### config.mk
export PLATFORM = sky130hd
export DESIGN_NAME = hash_db_record_parser_core
export DESIGN_NICKNAME = d
export VERILOG_FILES = /design/src/hw/rtl/hdbrp_pkg.sv /design/src/hw/rtl/hdbrp_parser.sv /design/src/hw/rtl/hdbrp_out_buf.sv /design/src/hw/rtl/hash_db_record_parser_core.sv
export SDC_FILE = /design/constraint.sdc
export NUM_CORES = 1
export LEC_CHECK = 0
export ABC_AREA = 1
export BUFFER_PORTS_ARGS = -buffer_cell sky130_fd_sc_hd__buf_4
export CELL_PAD_IN_SITES_DETAIL_PLACEMENT = 0
export CELL_PAD_IN_SITES_GLOBAL_PLACEMENT = 2
export CORE_UTILIZATION = 39
export CTS_BUF_LIST = sky130_fd_sc_hd__clkbuf_8 sky130_fd_sc_hd__clkbuf_16
export CTS_CLUSTER_DIAMETER = 80
export DETAILED_ROUTE_END_ITERATION = 7
export PLACE_DENSITY_LB_ADDON = 0.05
export SLEW_MARGIN = 20
export SYNTH_ARGS = -nofsm -noshare
export SYNTH_HDL_FRONTEND = slang
export SYNTH_SLANG_ARGS = --single-unit
### constraint.sdc
create_clock -name clk_i -period 37.2 [get_ports clk_i]
set_input_delay 1.86 -clock clk_i [delete_from_list [all_inputs] [get_ports clk_i]]
set_output_delay 1.86 -clock clk_i [all_outputs]
set_load 0.03 [all_outputs]
### src/hw/rtl/hdbrp_pkg.sv
// Package for the hash-database record parser.
// Holds the phase and role codes, register indexes, the result beat type
// and the helper that picks the first non-empty body section of a record.
package hdbrp_pkg;

  localparam logic [7:0] MagicData = 8'hc8;
  localparam logic [7:0] MagicFree = 8'hb0;

  // Header bytes after the magic: hash byte plus two links.
  localparam logic [31:0] HdrLenNarrow = 32'd9;
  localparam logic [31:0] HdrLenWide   = 32'd17;
  localparam logic [31:0] FreeLen      = 32'd4;

  localparam int unsigned PosW    = 48;
  localparam int unsigned LenW    = 32;
  localparam int unsigned CfgIdxW = 2;
  localparam int unsigned CfgW    = 48;

  // Reset value of the alignment exponent.
  localparam logic [3:0] AlignPowReset = 4'd4;

  // Configuration register indexes.
  typedef enum logic [CfgIdxW-1:0] {
    CFG_START_OFFSET  = 2'd0,
    CFG_ALIGNMENT_POW = 2'd1,
    CFG_WIDE_LINKS    = 2'd2
  } cfg_idx_e;

  typedef enum logic [3:0] {
    PH_SCAN    = 4'd0,
    PH_HDR     = 4'd1,
    PH_PAD0    = 4'd2,
    PH_PAD1    = 4'd3,
    PH_KEYVAR  = 4'd4,
    PH_VALVAR  = 4'd5,
    PH_KEY     = 4'd6,
    PH_VAL     = 4'd7,
    PH_PADDING = 4'd8,
    PH_FREE    = 4'd9,
    PH_ALIGN   = 4'd10
  } phase_e;

  typedef enum logic [1:0] {
    ROLE_HDR   = 2'd0,
    ROLE_KEY   = 2'd1,
    ROLE_VALUE = 2'd2
  } role_e;

  // One result beat.
  typedef struct packed {
    logic [7:0]      byte_value;
    role_e           byte_role;
    logic            record_done;
    logic [PosW-1:0] record_base;
    logic [LenW-1:0] key_length;
    logic [LenW-1:0] value_length;
  } result_t;

  // Restart request from the configuration side.
  typedef struct packed {
    logic            load;
    logic [PosW-1:0] offset;
  } restart_t;

  // Outcome of entering the record body.
  typedef struct packed {
    phase_e          phase;
    logic [LenW-1:0] remaining;
    logic            done;
  } body_t;

  // Enter the first non-empty section from the given one onward.
  function automatic body_t enter_body(phase_e from, logic [LenW-1:0] klen,
                                       logic [LenW-1:0] vlen,
                                       logic [15:0] plen);
    body_t r;
    r.phase     = PH_SCAN;
    r.remaining = '0;
    r.done      = 1'b1;
    if (from == PH_KEY && klen != '0) begin
      r.phase     = PH_KEY;
      r.remaining = klen;
      r.done      = 1'b0;
    end else if (from != PH_PADDING && vlen != '0) begin
      r.phase     = PH_VAL;
      r.remaining = vlen;
      r.done      = 1'b0;
    end else if (plen != '0) begin
      r.phase     = PH_PADDING;
      r.remaining = {16'd0, plen};
      r.done      = 1'b0;
    end
    return r;
  endfunction

endpackage

### src/hw/rtl/hdbrp_parser.sv
// Record parser state machine: one byte per beat, one result per byte.
// Depends on hdbrp_pkg for phase codes, result type and enter_body.
module hdbrp_parser import hdbrp_pkg::*; (
  input  logic               clk_i,
  input  logic               rst_ni,
  input  logic               step_i,
  input  logic [7:0]         data_byte_i,
  input  restart_t           restart_i,
  input  logic [3:0]         align_pow_i,
  input  logic               wide_links_i,
  output result_t            result_o
);

  phase_e          phase_q, phase_d;
  logic [PosW-1:0] pos_q, pos_d;
  logic [LenW-1:0] remaining_q, remaining_d;
  logic [LenW-1:0] vsum_q, vsum_d;
  logic [5:0]      vshift_q, vshift_d;
  logic [15:0]     pad_q, pad_d;
  logic [LenW-1:0] key_q, key_d;
  logic [LenW-1:0] val_q, val_d;
  logic [PosW-1:0] rstart_q, rstart_d;

  logic [PosW-1:0] next_pos;
  logic [15:0]     amask;
  logic            aligned;
  logic [6:0]      term;
  logic [LenW-1:0] vsum_add;
  logic [LenW-1:0] rem_dec;
  logic            done;
  role_e           role;
  body_t           body;

  // Next state for one byte.
  always_comb begin
    phase_d     = phase_q;
    remaining_d = remaining_q;
    vsum_d      = vsum_q;
    vshift_d    = vshift_q;
    pad_d       = pad_q;
    key_d       = key_q;
    val_d       = val_q;
    rstart_d    = rstart_q;
    done        = 1'b0;
    role        = ROLE_HDR;
    body        = '{phase: PH_SCAN, remaining: '0, done: 1'b0};

    next_pos = pos_q + PosW'(1);
    amask    = ~(16'hffff << align_pow_i);
    aligned  = (next_pos[15:0] & amask) == 16'd0;
    rem_dec  = remaining_q - LenW'(1);

    // Varint term; the shift saturates at 35, so bit 5 means no more terms.
    term     = data_byte_i[7] ? ~data_byte_i[6:0] : data_byte_i[6:0];
    vsum_add = vshift_q[5] ? vsum_q : vsum_q + (LenW'(term) << vshift_q[4:0]);

    unique case (phase_q)
      PH_SCAN: begin
        rstart_d = pos_q;
        if (data_byte_i == MagicData) begin
          phase_d     = PH_HDR;
          remaining_d = wide_links_i ? HdrLenWide : HdrLenNarrow;
          key_d       = '0;
          val_d       = '0;
          pad_d       = '0;
        end else if (data_byte_i == MagicFree) begin
          phase_d     = PH_FREE;
          remaining_d = FreeLen;
        end else if (!aligned) begin
          phase_d = PH_ALIGN;
        end
      end
      PH_HDR: begin
        remaining_d = rem_dec;
        if (rem_dec == '0) phase_d = PH_PAD0;
      end
      PH_PAD0: begin
        pad_d   = {8'd0, data_byte_i};
        phase_d = PH_PAD1;
      end
      PH_PAD1: begin
        pad_d    = {data_byte_i, pad_q[7:0]};
        vsum_d   = '0;
        vshift_d = '0;
        phase_d  = PH_KEYVAR;
      end
      PH_KEYVAR, PH_VALVAR: begin
        vsum_d = vsum_add;
        if (data_byte_i[7]) begin
          vshift_d = (vshift_q > 6'd28) ? 6'd35 : vshift_q + 6'd7;
        end else if (phase_q == PH_KEYVAR) begin
          key_d    = vsum_add;
          vsum_d   = '0;
          vshift_d = '0;
          phase_d  = PH_VALVAR;
        end else begin
          val_d       = vsum_add;
          vsum_d      = '0;
          vshift_d    = '0;
          body        = enter_body(PH_KEY, key_q, vsum_add, pad_q);
          phase_d     = body.phase;
          remaining_d = body.remaining;
          done        = body.done;
        end
      end
      PH_KEY: begin
        role        = ROLE_KEY;
        remaining_d = rem_dec;
        if (rem_dec == '0) begin
          body        = enter_body(PH_VAL, key_q, val_q, pad_q);
          phase_d     = body.phase;
          remaining_d = body.remaining;
          done        = body.done;
        end
      end
      PH_VAL: begin
        role        = ROLE_VALUE;
        remaining_d = rem_dec;
        if (rem_dec == '0) begin
          body        = enter_body(PH_PADDING, key_q, val_q, pad_q);
          phase_d     = body.phase;
          remaining_d = body.remaining;
          done        = body.done;
        end
      end
      PH_PADDING: begin
        remaining_d = rem_dec;
        if (rem_dec == '0) begin
          phase_d = PH_SCAN;
          done    = 1'b1;
        end
      end
      PH_FREE: begin
        remaining_d = rem_dec;
        if (rem_dec == '0) phase_d = PH_SCAN;
      end
      PH_ALIGN: begin
        if (aligned) phase_d = PH_SCAN;
      end
      default: begin
        phase_d = PH_SCAN;
      end
    endcase

    pos_d = next_pos;
  end

  // Result beat for the current byte.
  always_comb begin
    result_o.byte_value   = data_byte_i;
    result_o.byte_role    = role;
    result_o.record_done  = done;
    result_o.record_base  = rstart_d;
    result_o.key_length   = key_d;
    result_o.value_length = val_d;
  end

  // State registers; a start-offset write restarts the scan.
  always_ff @(posedge clk_i or negedge rst_ni) begin
    if (!rst_ni) begin
      phase_q     <= PH_SCAN;
      pos_q       <= '0;
      remaining_q <= '0;
      vsum_q      <= '0;
      vshift_q    <= '0;
      pad_q       <= '0;
      key_q       <= '0;
      val_q       <= '0;
      rstart_q    <= '0;
    end else if (restart_i.load) begin
      phase_q     <= PH_SCAN;
      pos_q       <= restart_i.offset;
      remaining_q <= '0;
      vsum_q      <= '0;
      vshift_q    <= '0;
    end else if (step_i) begin
      phase_q     <= phase_d;
      pos_q       <= pos_d;
      remaining_q <= remaining_d;
      vsum_q      <= vsum_d;
      vshift_q    <= vshift_d;
      pad_q       <= pad_d;
      key_q       <= key_d;
      val_q       <= val_d;
      rstart_q    <= rstart_d;
    end
  end

  // A finished record always returns the parser to scanning.
  assert property (@(posedge clk_i) disable iff (!rst_ni)
    step_i && result_o.record_done |=> phase_q == PH_SCAN)
    else $error("parser left scan state after record end");

  // Key and value bytes only come out of the body phases.
  assert property (@(posedge clk_i) disable iff (!rst_ni)
    step_i && result_o.byte_role != ROLE_HDR |-> phase_q == PH_KEY || phase_q == PH_VAL)
    else $error("body role outside body phase");

  // Each byte without a restart advances the file position by one.
  assert property (@(posedge clk_i) disable iff (!rst_ni)
    step_i && !restart_i.load |=> pos_q == $past(pos_q) + PosW'(1))
    else $error("position did not advance");

endmodule

### src/hw/rtl/hdbrp_out_buf.sv
// Two-entry result buffer: an output register plus a skid entry.
// Depends on hdbrp_pkg for the result beat type.
module hdbrp_out_buf import hdbrp_pkg::*; (
  input  logic    clk_i,
  input  logic    rst_ni,
  input  logic    push_i,
  input  result_t push_data_i,
  output logic    full_o,
  output logic    out_valid_o,
  input  logic    out_stall_i,
  output result_t out_data_o
);

  logic    main_valid_q, main_valid_d;
  logic    skid_valid_q, skid_valid_d;
  result_t main_q, main_d;
  result_t skid_q, skid_d;
  logic    pop;

  assign pop = main_valid_q && !out_stall_i;

  // Refill the output register from the skid entry first to keep order.
  always_comb begin
    main_valid_d = main_valid_q;
    skid_valid_d = skid_valid_q;
    main_d       = main_q;
    skid_d       = skid_q;
    if (!main_valid_q || pop) begin
      if (skid_valid_q) begin
        main_d       = skid_q;
        main_valid_d = 1'b1;
        skid_d       = push_data_i;
        skid_valid_d = push_i;
      end else begin
        main_d       = push_data_i;
        main_valid_d = push_i;
      end
    end else if (push_i) begin
      skid_d       = push_data_i;
      skid_valid_d = 1'b1;
    end
  end

  always_ff @(posedge clk_i or negedge rst_ni) begin
    if (!rst_ni) begin
      main_valid_q <= 1'b0;
      skid_valid_q <= 1'b0;
    end else begin
      main_valid_q <= main_valid_d;
      skid_valid_q <= skid_valid_d;
    end
  end

  always_ff @(posedge clk_i) begin
    main_q <= main_d;
    skid_q <= skid_d;
  end

  assign full_o      = skid_valid_q;
  assign out_valid_o = main_valid_q;
  assign out_data_o  = main_q;

  // The skid entry is never occupied while the output register is empty.
  assert property (@(posedge clk_i) disable iff (!rst_ni)
    skid_valid_q |-> main_valid_q)
    else $error("skid entry holds a beat ahead of the output register");

  // A beat pushed while the output is stalled lands in the skid entry.
  assert property (@(posedge clk_i) disable iff (!rst_ni)
    push_i && main_valid_q && !pop |=> skid_valid_q)
    else $error("pushed beat lost during stall");

  // A stalled output with a waiting skid beat keeps both entries.
  assert property (@(posedge clk_i) disable iff (!rst_ni)
    skid_valid_q && !pop |=> skid_valid_q && main_valid_q)
    else $error("buffered beat dropped");

endmodule

### src/hw/rtl/hash_db_record_parser_core.sv
// Top level of the hash-database record parser.
// Depends on hdbrp_pkg, hdbrp_parser and hdbrp_out_buf.
//
//   channel | direction | handshake                 | payload
//   --------+-----------+---------------------------+-----------------------------
//   in      | input     | in_valid_i / in_stall_o   | data_byte_i
//   out     | output    | out_valid_o / out_stall_i | byte_value_o, byte_role_o,
//           |           |                           | record_done_o, record_base_o,
//           |           |                           | key_length_o, value_length_o
//   cfg     | input     | cfg_we_i                  | cfg_index_i, cfg_wdata_i
//
// Each input beat is decoded in the cycle it is accepted and its result is
// registered in the two-entry buffer; one byte per cycle is sustained while
// in_stall_o is low. The skid entry takes one more beat after the output
// stalls; in_stall_o rises only when both entries are held.
// Reset clears the parser to scanning at offset zero with 16-byte alignment
// and 4-byte links; writing start_offset restarts the scan at that offset.
module hash_db_record_parser_core import hdbrp_pkg::*; (
  input  logic               clk_i,
  input  logic               rst_ni,
  input  logic               in_valid_i,
  output logic               in_stall_o,
  input  logic [7:0]         data_byte_i,
  output logic               out_valid_o,
  input  logic               out_stall_i,
  output logic [7:0]         byte_value_o,
  output logic [1:0]         byte_role_o,
  output logic               record_done_o,
  output logic [PosW-1:0]    record_base_o,
  output logic [LenW-1:0]    key_length_o,
  output logic [LenW-1:0]    value_length_o,
  input  logic               cfg_we_i,
  input  logic [CfgIdxW-1:0] cfg_index_i,
  input  logic [CfgW-1:0]    cfg_wdata_i
);

  logic [3:0] align_pow_r_q;
  logic       wide_links_q;
  logic       full;
  logic       accept;
  restart_t   restart;
  result_t    step_result;
  result_t    out_data;

  // Configuration registers.
  always_ff @(posedge clk_i or negedge rst_ni) begin
    if (!rst_ni) begin
      align_pow_r_q <= AlignPowReset;
      wide_links_q  <= 1'b0;
    end else if (cfg_we_i) begin
      if (cfg_index_i == CFG_ALIGNMENT_POW) align_pow_r_q <= cfg_wdata_i[3:0];
      if (cfg_index_i == CFG_WIDE_LINKS) wide_links_q <= cfg_wdata_i[0];
    end
  end

  // A start-offset write reloads the position and restarts the scan.
  assign restart = '{load:   cfg_we_i && (cfg_index_i == CFG_START_OFFSET),
                     offset: cfg_wdata_i[PosW-1:0]};

  assign accept     = in_valid_i && !full;
  assign in_stall_o = full;

  hdbrp_parser u_parser (
    .clk_i        (clk_i),
    .rst_ni       (rst_ni),
    .step_i       (accept),
    .data_byte_i  (data_byte_i),
    .restart_i    (restart),
    .align_pow_i  (align_pow_r_q),
    .wide_links_i (wide_links_q),
    .result_o     (step_result)
  );

  hdbrp_out_buf u_out_buf (
    .clk_i       (clk_i),
    .rst_ni      (rst_ni),
    .push_i      (accept),
    .push_data_i (step_result),
    .full_o      (full),
    .out_valid_o (out_valid_o),
    .out_stall_i (out_stall_i),
    .out_data_o  (out_data)
  );

  // Result beat onto the output ports.
  assign byte_value_o   = out_data.byte_value;
  assign byte_role_o    = out_data.byte_role;
  assign record_done_o  = out_data.record_done;
  assign record_base_o  = out_data.record_base;
  assign key_length_o   = out_data.key_length;
  assign value_length_o = out_data.value_length;

endmodule

==> metrics.csv <==
metric;value;unit
vias;25600;
synth_top_cell_area_share;26.0;%
synth-simple-area-share;27.8;%
total_leakage_power;15.2;nW
core;71900;sq um
yosys_most_used_dff;dfrtp_1;
cp_max_fo;19;
synth_nets;3768;
cts-root-buf;clkbuf_16;
grt_pass1_wl;156;mm
synth_xor_area_share;2.12;%
crit_required;37.78;ns
cp-start-kind;input pin;
synth-adder-area-share;1.74;%
fp.dieH;272;um
yosys_warnings;0;
cts_tree;yes;
cts_setup_buffers;0;
r2r_start;u_parser.vshift_q[0];
slowest_stage;nor2_4;
grt_pass1_vias;24600;
synth_edf_count;246;
drive_gt1_share;10.6;%
slew_headroom;23.9;%
period_minus_slack;6.45;ns
area_delta_synth_final;16.0;%
cp-end-kind;register;
portBuffers;187;
min_to;u_parser.remaining_q[30];
grt_max_degree;240;
crit_type;in2reg;
p_total;3.03;mW
final_cell_mix;nand2_1, inv_1, o21ai_0;
postSynthAreaPerCell;7.75;sq um
synth_area_leader_cell;edfxtp_1;
post-route-cell-area;33000;sq um
cts_hold_buf;0;
wire_per_inst;21.5;um
ys_seq_area_share;48.6;%
die_x;272;um
viasPerCell;5.32;
grt_overflow;0;
cp_common_cell;nand2_1;
ir_drop;0.0577;mV
ctsResizeCount;0;
synth-compound-area-share;11.6;%
layout_commonest_cell;nand2_1;
tns;0;ns
skew;0.0198;ns
critPathBufInv;5;
synth_area_leaders;edfxtp_1, dfrtp_1, nand2_1;
insertion_delay;0.66;ns
min_period_over_period;17.4;%
drt_iter0_markers;2152;
placed_cells;4685;
track_usage;27.8;%
synthCells;3666;
routed_wirelength;103;mm
cts_sinks;503;
numCtsBuffers;61;
worstMarginPinSlew;1.14;ns
final_cells;4804;
clk_pin_slew;0.07;ns
cp_slowest_stage_delay;0.52;ns
ys_ff_latch;503;
drc;0;
status;finished, final reports clean;
hold_start;u_parser.remaining_q[30];
synth_mux_area_share;0;%
start_util;39.6;%
rr_worst_depth;29;
utilization;45.9;%
synth_top_family_by_area;simple AND/OR/NAND/NOR gates;
hold_depth;2;
finalHoldViolCount;0;
rows;98;
ios;188;
place_hpwl;75.7;mm
synth.distinct_cells;58;
ant_nets;0;
setup_viol;0;
gp_congestion;0.931;
reg2reg_to;u_parser.remaining_q[12];
r2r_setup_slack;31.56;ns
power_per_cell_area;92.0;nW/um^2
antenna_found_initial;6;
placed_area;30700;sq um
cts_buffer_depth;3;
arrival;7.04;ns
cap_violations;0;
slew_violations;0;
fillCellCount;7288;
cp_top_family;simple AND/OR/NAND/NOR gates;
ctsHtreeMaxLevel;2;
dieArea;74000;sq um
syn_area;28400;sq um
final_nets;3901;
synthArstFlopShare;51.1;%
clock.fmax;155;MHz
first_pass_iters;7;
hold_path_class;reg2reg;
rsz0062_at_grt;no;
## per-layer routing
layer / wire length, um / global-route usage (%) / share of wire (%) / vias up
met5: 73 / 0 / 0.071 / -
met2: 49500 / 46.6 / 48 / 740
met3: 5150 / 3.61 / 5.0 / 162
li1: - / - / - / 12300
met4: 3040 / 7.95 / 2.9 / 10
met1: 45600 / 37.5 / 44 / 12300
## how the worst max path moves through the flow
| stage | start | slack (ns) | end | cells past startpoint |
|---|---|---|---|---|
| 6_report | data_byte_i[6] | 30.75 | u_parser.remaining_q[12] | 32 |
| 5_1_grt | data_byte_i[7] | 30.20 | u_parser.remaining_q[4] | 33 |
| 4_1_cts | data_byte_i[6] | 30.84 | u_parser.remaining_q[12] | 32 |
| 3_5_place_dp | data_byte_i[6] | 30.18 | u_parser.remaining_q[12] | 32 |
| 3_3_place_gp | data_byte_i[7] | 30.19 | u_parser.remaining_q[5] | 33 |
| 2_1_floorplan | out_stall_i | 22.65 | u_out_buf.skid_q[0] | 2 |
## flip-flops by register name, indices dropped and copies added, names as in the netlist
| register | flops |
|---|---|
| u_parser.val_q | 32 |
| u_parser.key_q | 32 |
| u_parser.phase_q | 4 |
| u_out_buf.out_valid_o | 1 |
| align_pow_r_q | 4 |
| u_parser.pos_q | 48 |
| u_parser.rstart_q | 48 |
| u_parser.vshift_q | 6 |
| u_out_buf.skid_q | 123 |
| u_out_buf.out_data_o | 123 |
| u_parser.pad_q | 16 |
| wide_links_q | 1 |
| u_parser.vsum_q | 32 |
| u_out_buf.full_o | 1 |
| u_parser.remaining_q | 32 |
## report_power, final
group	switching [mW]	internal (mW)	total [mW]
sequential	0.102	0.761	0.863
combinational	1.07	0.431	1.50
clock	0.269	0.397	0.665
## cells in the mapped netlist (all sizes together) (53+ instances only)
master and count:
nor2 257, inv 444, o22ai 62, xor2 53, nand4 58, o21ai 315, clkbuf 107, nand2 1258
edfxtp 246, dfrtp 256, a21oi 97, nand3 210
## worst reg2reg max path, delay by kind of cell, from the launching register on
kind / cells / cell delay, ns
fa+ha+maj: 1 / 0.38
simple gates: 22 / 3.28
buf+inv: 2 / 0.44
compound gates: 4 / 0.96
flops: 1 / 0.50
## through the flow
step | worst slack, ns | hold slack (ns)
floorplan | 22.65 | 0.449
global placement | 30.19 | 0.467
detailed placement | 30.18 | 0.478
CTS | 30.84 | 0.496
global route | 30.20 | 0.541
finish | 30.75 | 0.499
## cell type report
cell class                 count  area [sq um]  area share [%]
timing repair buffer         218          1680            5.09
multi-input combinational   2568         12300            37.4
antenna                        2          5.00          0.0152
inverter                     447          1680            5.10
sequential                   503         13800            41.9
clock inverter                54           712            2.16
tap                          950          1190            3.61
clock buffer                  62          1540            4.67
## cells by family after synthesis
group	after synthesis
and+or+nand+nor	1883
adders and majority gates	39
DFF	503
AOI/OAI and AO/OA	579
buffers and inverters	595
xor gates and xnor gates	67
(Power assumes the default switching activity.)
